==> config.mk <==
export PLATFORM = sky130hd
export DESIGN_NAME = asr_ar_envelope_generator_top
export DESIGN_NICKNAME = d
export VERILOG_FILES = /design/src/rtl/envg_pkg.sv /design/src/rtl/envg_ctrl.sv /design/src/rtl/envg_dp.sv /design/src/rtl/asr_ar_envelope_generator_top.sv
export SDC_FILE = /design/constraint.sdc
export NUM_CORES = 1
export LEC_CHECK = 0
export ABC_CLOCK_PERIOD_IN_PS = 3620
export BUFFER_PORTS_ARGS = -buffer_cell sky130_fd_sc_hd__buf_2
export CAP_MARGIN = 30
export CORE_MARGIN = 1.5
export CORE_UTILIZATION = 56
export DETAILED_ROUTE_END_ITERATION = 12
export PLACE_DENSITY = 0.77
export SLEW_MARGIN = 15
export SYNTH_ARGS = -nofsm -noshare
export SYNTH_HDL_FRONTEND = slang
export SYNTH_SLANG_ARGS = --single-unit
==> constraint.sdc <==
create_clock -name clk -period 3.62 [get_ports clk]
set_clock_uncertainty 0.15 [all_clocks]
set_input_delay 0 -clock clk [delete_from_list [all_inputs] [get_ports clk]]
set_output_delay 0 -clock clk [all_outputs]
set_load 0.1 [all_outputs]
==> src/rtl/envg_pkg.sv <==
// Shared constants, register indexes and controller/datapath interface types for the envelope generator.
package envg_pkg;

  localparam int COUNT_BITS     = 16;
  localparam int LEVEL_BITS     = 16;
  localparam int ITER_BITS      = $clog2(LEVEL_BITS);
  localparam int TICK_BITS      = 16;
  localparam int OUT_LEVEL_BITS = 16;
  localparam int CFG_INDEX_BITS = 8;
  localparam int CFG_DATA_BITS  = 16;
  localparam int IN_DATA_BITS   = 8;
  localparam int IN_USER_BITS   = 1;
  localparam int OUT_DATA_BITS  = 40;

  localparam logic [LEVEL_BITS-1:0] FULL_LEVEL = {LEVEL_BITS{1'b1}};

  localparam logic [CFG_INDEX_BITS-1:0] REG_ENV_MODE     = CFG_INDEX_BITS'(0);
  localparam logic [CFG_INDEX_BITS-1:0] REG_ATTACK_TICKS = CFG_INDEX_BITS'(1);
  localparam logic [CFG_INDEX_BITS-1:0] REG_DECAY_TICKS  = CFG_INDEX_BITS'(2);
  localparam logic [CFG_INDEX_BITS-1:0] REG_POST_TICKS   = CFG_INDEX_BITS'(3);

  localparam logic       MODE_ASR = 1'b0;
  localparam logic       KIND_TRIGGER = 1'b1;

  typedef struct packed {
    logic step;
    logic prep;
    logic iterate;
    logic finish;
  } envg_cmd_t;

  typedef struct packed {
    logic need_div;
    logic div_last;
    logic out_free;
  } envg_status_t;

endpackage

==> src/rtl/envg_ctrl.sv <==
// Controller state machine that sequences item acceptance, the serial divider and result hand-off.
module envg_ctrl import envg_pkg::*; (
  input  logic         clk,
  input  logic         rst,
  input  logic         s_tvalid,
  output logic         s_tready,
  output envg_cmd_t    cmd,
  input  envg_status_t status
);

  localparam logic [1:0] ST_IDLE = 2'd0;
  localparam logic [1:0] ST_PREP = 2'd1;
  localparam logic [1:0] ST_DIV  = 2'd2;
  localparam logic [1:0] ST_FIN  = 2'd3;

  logic [1:0] state;
  logic [1:0] state_next;

  assign s_tready = (state == ST_IDLE);

  always_comb begin
    state_next  = state;
    cmd.step    = 1'b0;
    cmd.prep    = 1'b0;
    cmd.iterate = 1'b0;
    cmd.finish  = 1'b0;
    case (state)
      ST_IDLE: begin
        if (s_tvalid) begin
          cmd.step   = 1'b1;
          state_next = ST_PREP;
        end
      end
      ST_PREP: begin
        cmd.prep   = status.need_div;
        state_next = status.need_div ? ST_DIV : ST_FIN;
      end
      ST_DIV: begin
        cmd.iterate = 1'b1;
        if (status.div_last) begin
          state_next = ST_FIN;
        end
      end
      ST_FIN: begin
        if (status.out_free) begin
          cmd.finish = 1'b1;
          state_next = ST_IDLE;
        end
      end
      default: begin
        state_next = ST_IDLE;
      end
    endcase
  end

  always_ff @(posedge clk) begin
    if (rst) begin
      state <= ST_IDLE;
    end else begin
      state <= state_next;
    end
  end

endmodule

==> src/rtl/envg_dp.sv <==
// Datapath: configuration registers, envelope counters, serial level divider and output register.
module envg_dp import envg_pkg::*; (
  input  logic                      clk,
  input  logic                      rst,
  input  logic                      cfg_valid,
  input  logic [CFG_INDEX_BITS-1:0] cfg_index,
  input  logic [CFG_DATA_BITS-1:0]  cfg_data,
  input  logic                      item_kind,
  input  logic                      item_gate,
  input  envg_cmd_t                 cmd,
  output envg_status_t              status,
  output logic                      m_tvalid,
  input  logic                      m_tready,
  output logic [OUT_DATA_BITS-1:0]  m_tdata
);

  logic                  env_mode;
  logic [TICK_BITS-1:0]  attack_ticks;
  logic [TICK_BITS-1:0]  decay_ticks;
  logic [TICK_BITS-1:0]  post_ticks;

  logic                  firing;
  logic [COUNT_BITS-1:0] attack_left, decay_left, post_left;
  logic [COUNT_BITS-1:0] attack_total, decay_total, post_total;
  logic [LEVEL_BITS-1:0] env_value, post_value;

  logic                  firing_next;
  logic [COUNT_BITS-1:0] attack_left_next, decay_left_next, post_left_next;
  logic [COUNT_BITS-1:0] attack_total_next, decay_total_next, post_total_next;
  logic [LEVEL_BITS-1:0] env_value_next, post_value_next;

  logic                  job_div, job_invert, job_post;
  logic [COUNT_BITS-1:0] job_n, job_d;
  logic                  do_attack, do_decay, do_tail;

  logic                  need_div, div_invert, div_to_post;
  logic [COUNT_BITS-1:0] div_n, div_d;
  logic [COUNT_BITS-1:0] rem;
  logic [LEVEL_BITS-1:0] low;
  logic [LEVEL_BITS-1:0] quo;
  logic [ITER_BITS-1:0]  iter;

  logic [COUNT_BITS+LEVEL_BITS-1:0] numer;
  logic [COUNT_BITS:0]              rem_sh;
  logic [COUNT_BITS:0]              rem_diff;
  logic                             rem_ge;
  logic [LEVEL_BITS-1:0]            quot_val;
  logic [LEVEL_BITS-1:0]            div_level;
  logic [LEVEL_BITS-1:0]            env_out, post_out;

  always_ff @(posedge clk) begin
    if (rst) begin
      env_mode     <= 1'b0;
      attack_ticks <= TICK_BITS'(6);
      decay_ticks  <= TICK_BITS'(120);
      post_ticks   <= TICK_BITS'(0);
    end else if (cfg_valid) begin
      case (cfg_index)
        REG_ENV_MODE:     env_mode     <= cfg_data[0];
        REG_ATTACK_TICKS: attack_ticks <= TICK_BITS'(cfg_data);
        REG_DECAY_TICKS:  decay_ticks  <= TICK_BITS'(cfg_data);
        REG_POST_TICKS:   post_ticks   <= TICK_BITS'(cfg_data);
        default: begin
        end
      endcase
    end
  end

  always_comb begin
    firing_next       = firing;
    attack_left_next  = attack_left;
    decay_left_next   = decay_left;
    post_left_next    = post_left;
    attack_total_next = attack_total;
    decay_total_next  = decay_total;
    post_total_next   = post_total;
    env_value_next    = env_value;
    post_value_next   = post_value;
    job_div           = 1'b0;
    job_invert        = 1'b0;
    job_post          = 1'b0;
    job_n             = '0;
    job_d             = '0;
    do_attack         = 1'b0;
    do_decay          = 1'b0;
    do_tail           = 1'b0;

    if (item_kind == KIND_TRIGGER) begin
      firing_next       = 1'b1;
      attack_left_next  = COUNT_BITS'(attack_ticks);
      decay_left_next   = COUNT_BITS'(decay_ticks);
      post_left_next    = COUNT_BITS'(post_ticks);
      attack_total_next = COUNT_BITS'(attack_ticks);
      decay_total_next  = COUNT_BITS'(decay_ticks);
      post_total_next   = COUNT_BITS'(post_ticks);
    end else if (env_mode == MODE_ASR) begin
      if (item_gate) begin
        post_value_next = '0;
        if (attack_left != '0) begin
          do_attack = 1'b1;
        end else begin
          env_value_next = FULL_LEVEL;
        end
      end else if (decay_left != '0) begin
        do_decay = 1'b1;
      end else begin
        do_tail = 1'b1;
      end
    end else if (firing) begin
      if (attack_left != '0) begin
        do_attack = 1'b1;
      end else if (decay_left != '0) begin
        do_decay = 1'b1;
      end else begin
        do_tail = 1'b1;
      end
    end

    if (do_attack) begin
      attack_left_next = attack_left - COUNT_BITS'(1);
      job_div          = 1'b1;
      job_invert       = 1'b1;
      job_n            = attack_left - COUNT_BITS'(1);
      job_d            = attack_total;
    end
    if (do_decay) begin
      if (post_left != '0) begin
        post_value_next = FULL_LEVEL;
      end
      decay_left_next = decay_left - COUNT_BITS'(1);
      job_div         = 1'b1;
      job_n           = decay_left - COUNT_BITS'(1);
      job_d           = decay_total;
    end
    if (do_tail) begin
      env_value_next = '0;
      if (post_left != '0) begin
        post_left_next = post_left - COUNT_BITS'(1);
        job_div        = 1'b1;
        job_post       = 1'b1;
        job_n          = post_left - COUNT_BITS'(1);
        job_d          = post_total;
      end else begin
        post_value_next = '0;
        firing_next     = 1'b0;
      end
    end
  end

  // The count is at most its total, so the quotient of n * FULL / d fits in LEVEL_BITS and the
  // upper half of the numerator starts below the divisor.
  assign numer    = {div_n, LEVEL_BITS'(0)} - {LEVEL_BITS'(0), div_n};
  assign rem_sh   = {rem, low[LEVEL_BITS-1]};
  assign rem_ge   = (rem_sh >= {1'b0, div_d});
  assign rem_diff = rem_sh - {1'b0, div_d};

  assign quot_val  = (div_d == '0) ? '0 : quo;
  assign div_level = div_invert ? (FULL_LEVEL - quot_val) : quot_val;
  assign env_out   = (need_div && !div_to_post) ? div_level : env_value;
  assign post_out  = (need_div && div_to_post) ? div_level : post_value;

  always_ff @(posedge clk) begin
    if (rst) begin
      firing       <= 1'b0;
      attack_left  <= '0;
      decay_left   <= '0;
      post_left    <= '0;
      attack_total <= '0;
      decay_total  <= '0;
      post_total   <= '0;
      env_value    <= '0;
      post_value   <= '0;
      need_div     <= 1'b0;
    end else if (cmd.step) begin
      firing       <= firing_next;
      attack_left  <= attack_left_next;
      decay_left   <= decay_left_next;
      post_left    <= post_left_next;
      attack_total <= attack_total_next;
      decay_total  <= decay_total_next;
      post_total   <= post_total_next;
      env_value    <= env_value_next;
      post_value   <= post_value_next;
      need_div     <= job_div;
    end else if (cmd.finish) begin
      env_value <= env_out;
      post_value <= post_out;
    end
  end

  always_ff @(posedge clk) begin
    if (cmd.step) begin
      div_n       <= job_n;
      div_d       <= job_d;
      div_invert  <= job_invert;
      div_to_post <= job_post;
    end
    if (cmd.prep) begin
      rem  <= numer[COUNT_BITS+LEVEL_BITS-1:LEVEL_BITS];
      low  <= numer[LEVEL_BITS-1:0];
      quo  <= '0;
      iter <= '0;
    end else if (cmd.iterate) begin
      rem  <= rem_ge ? rem_diff[COUNT_BITS-1:0] : rem_sh[COUNT_BITS-1:0];
      low  <= {low[LEVEL_BITS-2:0], 1'b0};
      quo  <= {quo[LEVEL_BITS-2:0], rem_ge};
      iter <= iter + ITER_BITS'(1);
    end
  end

  always_ff @(posedge clk) begin
    if (rst) begin
      m_tvalid <= 1'b0;
    end else if (cmd.finish) begin
      m_tvalid <= 1'b1;
    end else if (m_tready) begin
      m_tvalid <= 1'b0;
    end
  end

  always_ff @(posedge clk) begin
    if (cmd.finish) begin
      m_tdata <= OUT_DATA_BITS'({firing, OUT_LEVEL_BITS'(post_out), OUT_LEVEL_BITS'(env_out)});
    end
  end

  assign status.need_div = need_div;
  assign status.div_last = (iter == ITER_BITS'(LEVEL_BITS - 1));
  assign status.out_free = !m_tvalid || m_tready;

endmodule

==> src/rtl/asr_ar_envelope_generator_top.sv <==
// Top level of the ASR/AR envelope generator: stream ports, configuration port and submodules.
// An item is taken in the idle state; its result is registered in the finish state, after the
// prepare state and, if its level needs a division, the divide state. The next item is taken once
// the controller is back in idle. The restoring divider yields one quotient bit per cycle.
// A result waits in the output register while the next item runs; an unaccepted one stalls it.
// Reset restores the register defaults and clears all envelope state and the output valid flag.
module asr_ar_envelope_generator_top import envg_pkg::*; (
  input  logic                      clk,
  input  logic                      rst,
  input  logic                      s_tvalid,
  output logic                      s_tready,
  input  logic [IN_DATA_BITS-1:0]   s_tdata,   // [0] gate, rest zero.
  input  logic [IN_USER_BITS-1:0]   s_tuser,   // [0] kind.
  output logic                      m_tvalid,
  input  logic                      m_tready,
  output logic [OUT_DATA_BITS-1:0]  m_tdata,   // [15:0] env_level, [31:16] post_level, [32] firing.
  input  logic                      cfg_valid,
  output logic                      cfg_ready,
  input  logic [CFG_INDEX_BITS-1:0] cfg_index,
  input  logic [CFG_DATA_BITS-1:0]  cfg_data
);

  envg_cmd_t    cmd;
  envg_status_t status;

  assign cfg_ready = 1'b1;

  envg_ctrl u_ctrl (
    .clk      (clk),
    .rst      (rst),
    .s_tvalid (s_tvalid),
    .s_tready (s_tready),
    .cmd      (cmd),
    .status   (status)
  );

  envg_dp u_dp (
    .clk       (clk),
    .rst       (rst),
    .cfg_valid (cfg_valid),
    .cfg_index (cfg_index),
    .cfg_data  (cfg_data),
    .item_kind (s_tuser[0]),
    .item_gate (s_tdata[0]),
    .cmd       (cmd),
    .status    (status),
    .m_tvalid  (m_tvalid),
    .m_tready  (m_tready),
    .m_tdata   (m_tdata)
  );

endmodule

Word-level counts from Yosys, hierarchy flattened
Index checks and enable logic that the tools add are counted.
Cells by class
  $add $sub $neg: 7
  magnitude comparators: 1
  eq/ne operators: 14
  mux-type cells: 78
  reduce and logical (&&, ||, !) cells: 25
Operators with widths (count)
  $mux W16: 40
  $reduce_bool A16 Y1: 3
  $sub A16 B1 Y16 const B: 3
  $mux W1: 34
  $sub A32 B16 Y32: 1
  $ge A17 B16 Y1: 1
  $eq A8 B2 Y1 const B: 2
  $logic_not A16 Y1: 1
  $sub A16 B16 Y16: 1
  $sub A16 B16 Y16 const A: 1
  $reduce_and A2 Y1: 7
  $reduce_bool A2 Y1: 5
  $ne A3 B2 Y1 const B: 3
  $eq A8 B1 Y1 const B: 1
  $logic_not A8 Y1: 1
  $pmux W2 S4: 1
  $mux W2: 3
  $ne A2 B2 Y1 const B: 3
  $reduce_and A5 Y1: 1
  $add A4 B1 Y4 const B: 1
  $eq A2 B2 Y1 const B: 2
  $eq A4 B4 Y1 const B: 1
  $ne A3 B3 Y1 const B: 1
  $reduce_and A3 Y1: 1
  5 further kinds: 7
Storage, ports and cells
  register bits: 301
  input bits: 38
  word-level logic and storage cells: 150

Depth between registers and ports, before layout
Gate-level depths: netlist (run 1).
  word-level depth: 10
  mapped depth: 13
  depth with buffers taken out: 10

Cells and area by module
A second synthesis (run 1) with hierarchy kept.
Unflattened totals
  cells, all modules: 1674
  area, all modules: 14965.6 sq um
Modules (own cells, without submodules)
  envg_dp: times used 1, cells each 1647, area an instance 14737.9 sq um, sequential area each 6976.7 sq um
  envg_ctrl: times used 1, cells each 25, area an instance 216.5 sq um, sequential area each 40.0 sq um
  asr_ar_envelope_generator_top: times used 1, cells each 2, area an instance 11.3 sq um, sequential area each 0.0 sq um

Worst setup path after synthesis (run 1)
Ideal clock, no wire load.
  path kind: flip-flop to flip-flop
  start: reg u_dp.m_tvalid
  end: reg u_dp.post_value[4]
  setup time: 0.076 ns
  data arrival time: 3.570 ns
  data required time: 3.394 ns
  setup slack: -0.176 ns
  stages on the path, launching flop included: 8
  path buffers: 1
  period minus slack after synthesis: 3.796 ns
  cells stage by stage: dfxtp_1 nor2b_1 nor2b_1 nand2_1 clkbuf_1 nor3_1 a21oi_1 o22ai_1
RTL lines
  start, declared: line envg_dp.sv:12  | output logic m_tvalid,
  start signal, assigned: line envg_dp.sv:213  | m_tvalid <= 1'b0;
  start signal, assigned: line envg_dp.sv:215  | m_tvalid <= 1'b1;
  start signal, assigned: line envg_dp.sv:217  | m_tvalid <= 1'b0;
  end signal, assigned: line envg_dp.sv:183  | post_value <= post_value_next;
  end signal, assigned: line envg_dp.sv:187  | post_value <= post_out;
  end, declared: line envg_dp.sv:25  | logic [LEVEL_BITS-1:0] env_value, post_value;

Worst setup path after layout (run 1)
  start: reg u_dp.decay_left[0]
  end: reg u_dp.post_left[0]
Between the ends
  cells in the longest elaborated chain, start to end: 7
  elaborated cells between the ends (all ways): 8
Ends and longest elaborated chain
  start, declared: line envg_dp.sv:23  | logic [COUNT_BITS-1:0] attack_left, decay_left, post_left;
  start signal, assigned: line envg_dp.sv:177  | decay_left <= decay_left_next;
  $reduce_bool A16 Y1 *: line envg_dp.sv:104, envg_dp.sv:112
  $mux W1 *: line envg_dp.sv:104, envg_dp.sv:112
  $mux W1: line envg_dp.sv:110  | if (attack_left != '0) begin
  $mux W1: line envg_dp.sv:109  | end else if (firing) begin
  $mux W1 *: line envg_dp.sv:96  | end else if (env_mode == MODE_ASR) begin
  $mux W1 *: line envg_dp.sv:88  | if (item_kind == KIND_TRIGGER) begin
  $mux W16 *: line envg_dp.sv:135  | if (do_tail) begin
  end signal, assigned: line envg_dp.sv:178  | post_left <= post_left_next;
  end, declared: line envg_dp.sv:23
Mark *: on every way between the ends. The rest lies on a longest branch, timed or not.
A chain may end at the register's enable or synchronous reset.

==> metrics.md, run 1 <==
| Metric | Value |
|---|---|
| Core Area | 26,100 um^2 |
| Largest buffer count on any clock path | 3 |
| Setup crit end kind | register |
| F_max | roughly 300 MHz |
| Largest net degree at the start of global routing | 64 |
| Die Y | 166 um |
| Synth warn | 0 |
| Row count | 59 |
| Pleak | 6.56 nW |
| Worst hold path class | input port to register |
| Most common cell after layout, fill and taps aside | nand2_1 |
| Mean area per synthesized cell | 8.72 um^2 |
| Placed cells | ~2,000 |
| Die span in x | 166 um |
| Worst slew margin | 45.2% |
| Biggest area consumer among synthesized cells | dfxtp_1 |
| DRT iter0 DRCs | 1,496 |
| Fin Setup TNS | 0 ns |
| Fin util | 65.0% |
| Status | finished, violations left |
| Gr usage total | 29.8% |
| # diodes | 0 |
| Clock-pin slew of the registers on the worst-case setup and hold paths | 0.06 ns |
| Drt drc | 2 |
| Primary FF master, synth | dfxtp_1 |
| Grt ovf | 0 |
| Ports | 81 |
| Skew-Pair Late Insertion Delay | 0.50 ns |
| Die ar. | 27,600 um^2 |
| Data required, critical path | 3.90 ns |
| Final Power | ~13 mW |
| Max reg flops | 33 |
| Clk root buf | clkbuf_16 |
| Fin crit period | 3.37 ns |
| Least-Margin Pin Slew | 0.822 ns |
| EDFF count, synth | 99 |
| Sequential share of power | 36.4% |
| Synth top area cells | dfxtp_1, edfxtp_1, nand2_1 |
| Final worst slack | 0.251 ns |
| Peak VDD IR | 0.444 mV |
| Crit path DAT | approximately 3.7 ns |
| Failing checks | DRC |
| Min Hold Slack | about 0.11 ns |
| Pre-Repair DR Iteration Count | 10 |
| RSZ-0062 raised after global routing | no |
| Input/output buffers | 65 |
| Post-CTS setup buffers | 0 |
| Via-to-Cell Ratio | 6.12 |
| FF+latch count, synth | 301 |
| Final net count | 1,842 |
| Final Instance Area | 17,000 um^2 |
| Wirelength per Cell | roughly 19 um |
| Starting Density | 57.1% |
| Area post-placement | 15,600 um^2 |
| CP startpoint kind | register |
| Area grow syn2layout | 13.9% |
| Crit Path Max Fanout | 26 |
| Antenna viol nets, final | 0 |
| Most frequent cells in the layout | nand2_1, dfxtp_1, a21oi_1 |
| Global-route wire length before repair | 65,800 um |
| P_sw | 5.02 mW |
| DR vias | 13,100 |
| Vias in the first global route | 12,200 |
| Num CTS Buffers | 34 |
| CTS tree | done |
| Max Cap Viol | 0 |
| Largest Register | u_dp.m_tdata |
| Synthesized area | 14,900 um^2 |
| Int Pwr | 7.98 mW |
| Setup WS pre-CTS | 0.259 ns |
| Synth cell types | 73 |
| H-Tree Depth | 2 |
| Asr flop ratio synth | 0% |
| Cell Pwr Density | 765 nW/um^2 |
| Final Hold Fails | 0 |
| HPWL after DPL | between 20,000 and 30,000 um |
| Sequential fraction of the synthesis area | 47.0% |
| Yosys top cell area share | 27.1% |
| Final wirelength | 41,400 um |
| CP Class | register to register |
| Number of antenna violations at the first check in global routing | 0 |
| CTS sink cnt | 301 |
| Comb pwr share | 38.1% |
| Routability cong. | approximately 0.91 |
| Clock power share | 25.4% |
| Slew Limit Fails | 0 |
| Syn Inst Count | 1,711 |
| Finished Layout Cells | about 2,100 |
| Share of layout cells above drive strength 1 | 11.5% |
| Switching portion of total power | about two fifths |
| Final setup violation count | 0 |
| Final period util | 93.1% |
## cell usage after synthesis (30+ instances only)
cell / number
a21oi_1: 157
clkbuf_1: 99
dfxtp_1: 202
edfxtp_1: 99
inv_1: 42
mux2i_1: 53
nand2_1: 335
nand3_1: 30
nor2_1: 125
nor3_1: 54
o21ai_0: 90
xnor2_1: 30
xor2_1: 50
## area by class of cell
type / instances / area (um^2)
Multi-Input combinational cell: 1246 / 7230
Timing Repair Buffer: 149 / 1080
Inverter: 44 / 165
Clock buffer: 51 / 1030
Tap cell: 335 / 419
Clock inverter: 10 / 48.8
Fill cell: 2154 / 9150
Sequential cell: 301 / 7020
## power by group through the flow
| stage | Sequential (mW) | Combinational (mW) | Clock [mW] |
|---|---|---|---|
| 3_3_place_gp | 4.76 | 4.73 | 0 |
| 4_1_cts | 4.72 | 4.86 | 3.34 |
| 2_1_floorplan | 4.84 | 3.43 | 0 |
| 3_5_place_dp | 4.78 | 4.81 | 0 |
| 5_1_grt | 4.80 | 5.43 | 3.48 |
| 6_report | 4.73 | 4.96 | 3.31 |
## routing by layer
layer  GRT usage (%)  part of all wire, %  up-vias
met3            5.86                  9.2       96
met5               0                    0        -
met1            41.5                   43     6212
met2            46.7                   45      584
li1                -                    -     6186
met4            9.89                  3.1        0
## logic make-up (layout without fill, tap and decap cells)
kind of cell,after synthesis,in the layout,share of synthesized area [%]
compound gates,416,416,17.6
xor+xnor,80,80,4.70
fa+ha+maj,28,28,2.40
buf+inv,170,254,4.76
flops,301,301,47.0
mux,55,55,3.71
other cells,2,8,0.0504
simple gates,659,659,19.7
## critical path: stages, from the launching register on
cell and delay (ns):
dfxtp_1 0.31, inv_1 0.08, ha_1 0.23, or4b_4 0.51, or3_1 0.37, or4b_4 0.56, or4_4 0.63, o21ai_0 0.23
a22oi_1 0.11, nor2_1 0.11
## worst paths after layout
path / start / endpoint / slack, ns / cells past startpoint
worst max-delay path: u_dp.decay_left[0]$_SDFFE_PP0P_ / u_dp.post_left[0]$_SDFFE_PP0P_ / 0.25 / 9
worst min-delay path: cfg_index[2] / u_dp.post_ticks[5]$_SDFFE_PP0P_ / 0.11 / 6
worst max register to register: u_dp.decay_left[0]$_SDFFE_PP0P_ / u_dp.post_left[0]$_SDFFE_PP0P_ / 0.25 / 9
worst min register to register: u_dp.post_total[0]$_SDFFE_PP0P_ / u_dp.post_total[0]$_SDFFE_PP0P_ / 0.31 / 2
## what timing repair did
item,4_1_cts,5_1_grt
resized for setup,0,0
endpoints found under the hold margin,88,0
hold buffers,34,0
setup endpoints to repair,0,0
No activity file was read; power rests on OpenSTA's default activity.
==> inputs of run 2 (changes only) <==
--- a/config.mk
+++ b/config.mk
@@ -8,10 +8,12 @@
 export ABC_CLOCK_PERIOD_IN_PS = 3620
 export BUFFER_PORTS_ARGS = -buffer_cell sky130_fd_sc_hd__buf_2
 export CAP_MARGIN = 30
+export CELL_PAD_IN_SITES_DETAIL_PLACEMENT = 1
+export CELL_PAD_IN_SITES_GLOBAL_PLACEMENT = 2
 export CORE_MARGIN = 1.5
-export CORE_UTILIZATION = 56
+export CORE_UTILIZATION = 35
 export DETAILED_ROUTE_END_ITERATION = 12
-export PLACE_DENSITY = 0.77
+export PLACE_DENSITY_LB_ADDON = 0.1
 export SLEW_MARGIN = 15
 export SYNTH_ARGS = -nofsm -noshare
 export SYNTH_HDL_FRONTEND = slang
==> metrics.md, run 2 (synthesis gave the netlist of run 1 again) <==
| Metric | Value |
|---|---|
| Int Pwr | 8.30 mW |
| Fin Setup TNS | 0 ns |
| Row count | 75 |
| Pleak | 6.69 nW |
| Share of layout cells above drive strength 1 | 12.5% |
| Wirelength per Cell | 21.3 um |
| Most common cell after layout, fill and taps aside | nand2_1 |
| F_max | approximately 290 MHz |
| Post-CTS setup buffers | 0 |
| Final setup violation count | 0 |
| Least-Margin Pin Slew | about 0.96 ns |
| Peak VDD IR | ~0.36 mV |
| Worst hold path class | input port to register |
| Placed cells | around 2,300 |
| Switching portion of total power | approximately two fifths |
| Starting Density | 35.5% |
| Skew-Pair Late Insertion Delay | 0.55 ns |
| Final Hold Fails | 0 |
| Hold Startpoint | cfg_data[15] |
| Routability cong. | just over 0.8 |
| Max reg flops | 33 |
| Clk root buf | clkbuf_16 |
| Worst slew margin | 35.9% |
| Slew Limit Fails | 0 |
| Status | finished, final reports clean |
| Gr usage total | 23.0% |
| Antenna viol nets, final | 0 |
| Ports | 81 |
| HPWL after DPL | 35,600 um |
| DRT iter0 DRCs | between 700 and 800 |
| Global-route wire length before repair | 77,600 um |
| Largest Register | u_dp.m_tdata |
| Worst Setup SP | u_dp.decay_left[0]$_SDFFE_PP0P_ |
| Fin util | 41.7% |
| H-Tree Depth | 2 |
| Largest buffer count on any clock path | 3 |
| Finished Layout Cells | 2,359 |
| Die ar. | ~44,000 um^2 |
| CTS tree | done |
| CTS resizes | 0 |
| Clock-pin slew of the registers on the worst-case setup and hold paths | 0.06 ns |
| Number of antenna violations at the first check in global routing | 1 |
| Pre-Repair DR Iteration Count | 4 |
| Num CTS Buffers | 38 |
| Crit Path Max Fanout | 26 |
| R2r startpoint | u_dp.decay_left[0]$_SDFFE_PP0P_ |
| CP Class | register to register |
| Data required, critical path | ~3.9 ns |
| Final wirelength | around 50,000 um |
| # diodes | 0 |
| Largest net degree at the start of global routing | 55 |
| Cell Pwr Density | 782 nW/um^2 |
| Die span in x | 209 um |
| Setup WS pre-CTS | 0.222 ns |
| Reg2Reg Depth | 9 |
| Max Cap Viol | 0 |
| DR vias | 12,800 |
| Area grow syn2layout | 17.4% |
| Vias in the first global route | 13,000 |
| Via-to-Cell Ratio | 5.44 |
| Sequential share of power | 35.0% |
| CTS sink cnt | about 300 |
| Die Y | about 210 um |
| Final worst slack | 0.199 ns |
| Setup crit end kind | register |
| Fin crit period | between 3 and 4 ns |
| RSZ-0062 raised after global routing | no |
| P_sw | 5.39 mW |
| Hold depth | 4 |
| Grt ovf | 0 |
| Comb pwr share | 37.1% |
| Most frequent cells in the layout | nand2_1, dfxtp_1, a21oi_1 |
| Final net count | 1,859 |
| Final period util | 94.5% |
| Drt drc | 0 |
| Clock power share | 27.9% |
| CP startpoint kind | register |
| Crit path DAT | 3.72 ns |
| Input/output buffers | 65 |
| Core Area | 42,000 um^2 |
==> run 2: cell types whose count changed in the layout (fill, tap and decap cells not counted), moves of 2 or more <==
cell / before / now
buf_4: 48 / 57
dlygate4sd3_1: 34 / 39
clkinv_1: 5 / 1
clkinv_2: 5 / 7
clkbuf_16: 37 / 42
==> run 2: worst max-delay path, cell delays in order, from the launching register on <==
cell and delay, ns:
dfxtp_1 0.31, inv_1 0.08, ha_1 0.24, or4b_4 0.51, or3_1 0.38, or4b_4 0.57, or4_4 0.64, nor3_1 0.25
a21oi_1 0.06, o32ai_1 0.13
==> run 2: area by class of cell <==
class                   instances  area (um^2)
fillers                      4938        24500
multi-input cells            1246         7240
flip-flops and latches        301         7020
repair buffers                162         1170
clock buffers                  56         1150
well taps                     539          674
inverters                      44          165
clock inverters                11         88.8
==> run 2: power groups by stage <==
| stage | Combinational (mW) | Sequential, mW | Clock [mW] |
|---|---|---|---|
| global placement | 4.98 | 4.84 | 0 |
| detailed placement | 5.05 | 4.86 | 0 |
| global route | 5.63 | 4.86 | 4.05 |
| finish | 5.07 | 4.80 | 3.82 |
| floorplan | 3.43 | 4.84 | 0 |
| CTS | 5.11 | 4.79 | 3.92 |
==> run 2: per-layer routing <==
| layer | vias up | global-route usage [%] | wire length [um] |
|---|---|---|---|
| met2 | 208 | 38.1 | 23500 |
| met1 | 6310 | 30.8 | 23400 |
| met3 | 76 | 3.41 | 1780 |
| met5 | - | 0 | 36 |
| met4 | 6 | 7.80 | 1440 |
| li1 | 6226 | - | - |
==> run 2: path summary, 6_finish.rpt <==
kind	slack (ns)	to
setup reg to reg	0.20	u_dp.post_left[14]$_SDFFE_PP0P_
hold / removal	0.13	u_dp.decay_ticks[15]$_SDFFE_PP0P_
hold reg to reg	0.31	u_dp.attack_total[1]$_SDFFE_PP0P_
setup / recovery	0.20	u_dp.post_left[14]$_SDFFE_PP0P_
==> run 2: stage by stage <==
stage / area (um^2) / power [mW] / hold WS [ns]
global placement: 15900 / 9.82 / 0.103
global route: 17500 / 14.5 / 0.141
detailed placement: 15900 / 9.92 / 0.113
finish: 17500 / 13.7 / 0.127
CTS: 17500 / 13.8 / 0.0869
floorplan: 14900 / 8.28 / -0.0288
==> run 2: timing repair <==
action / CTS / global route
endpoints found under the hold margin: 92 / 0
hold buffers: 39 / 0
endpoints found under the setup margin: 0 / 0
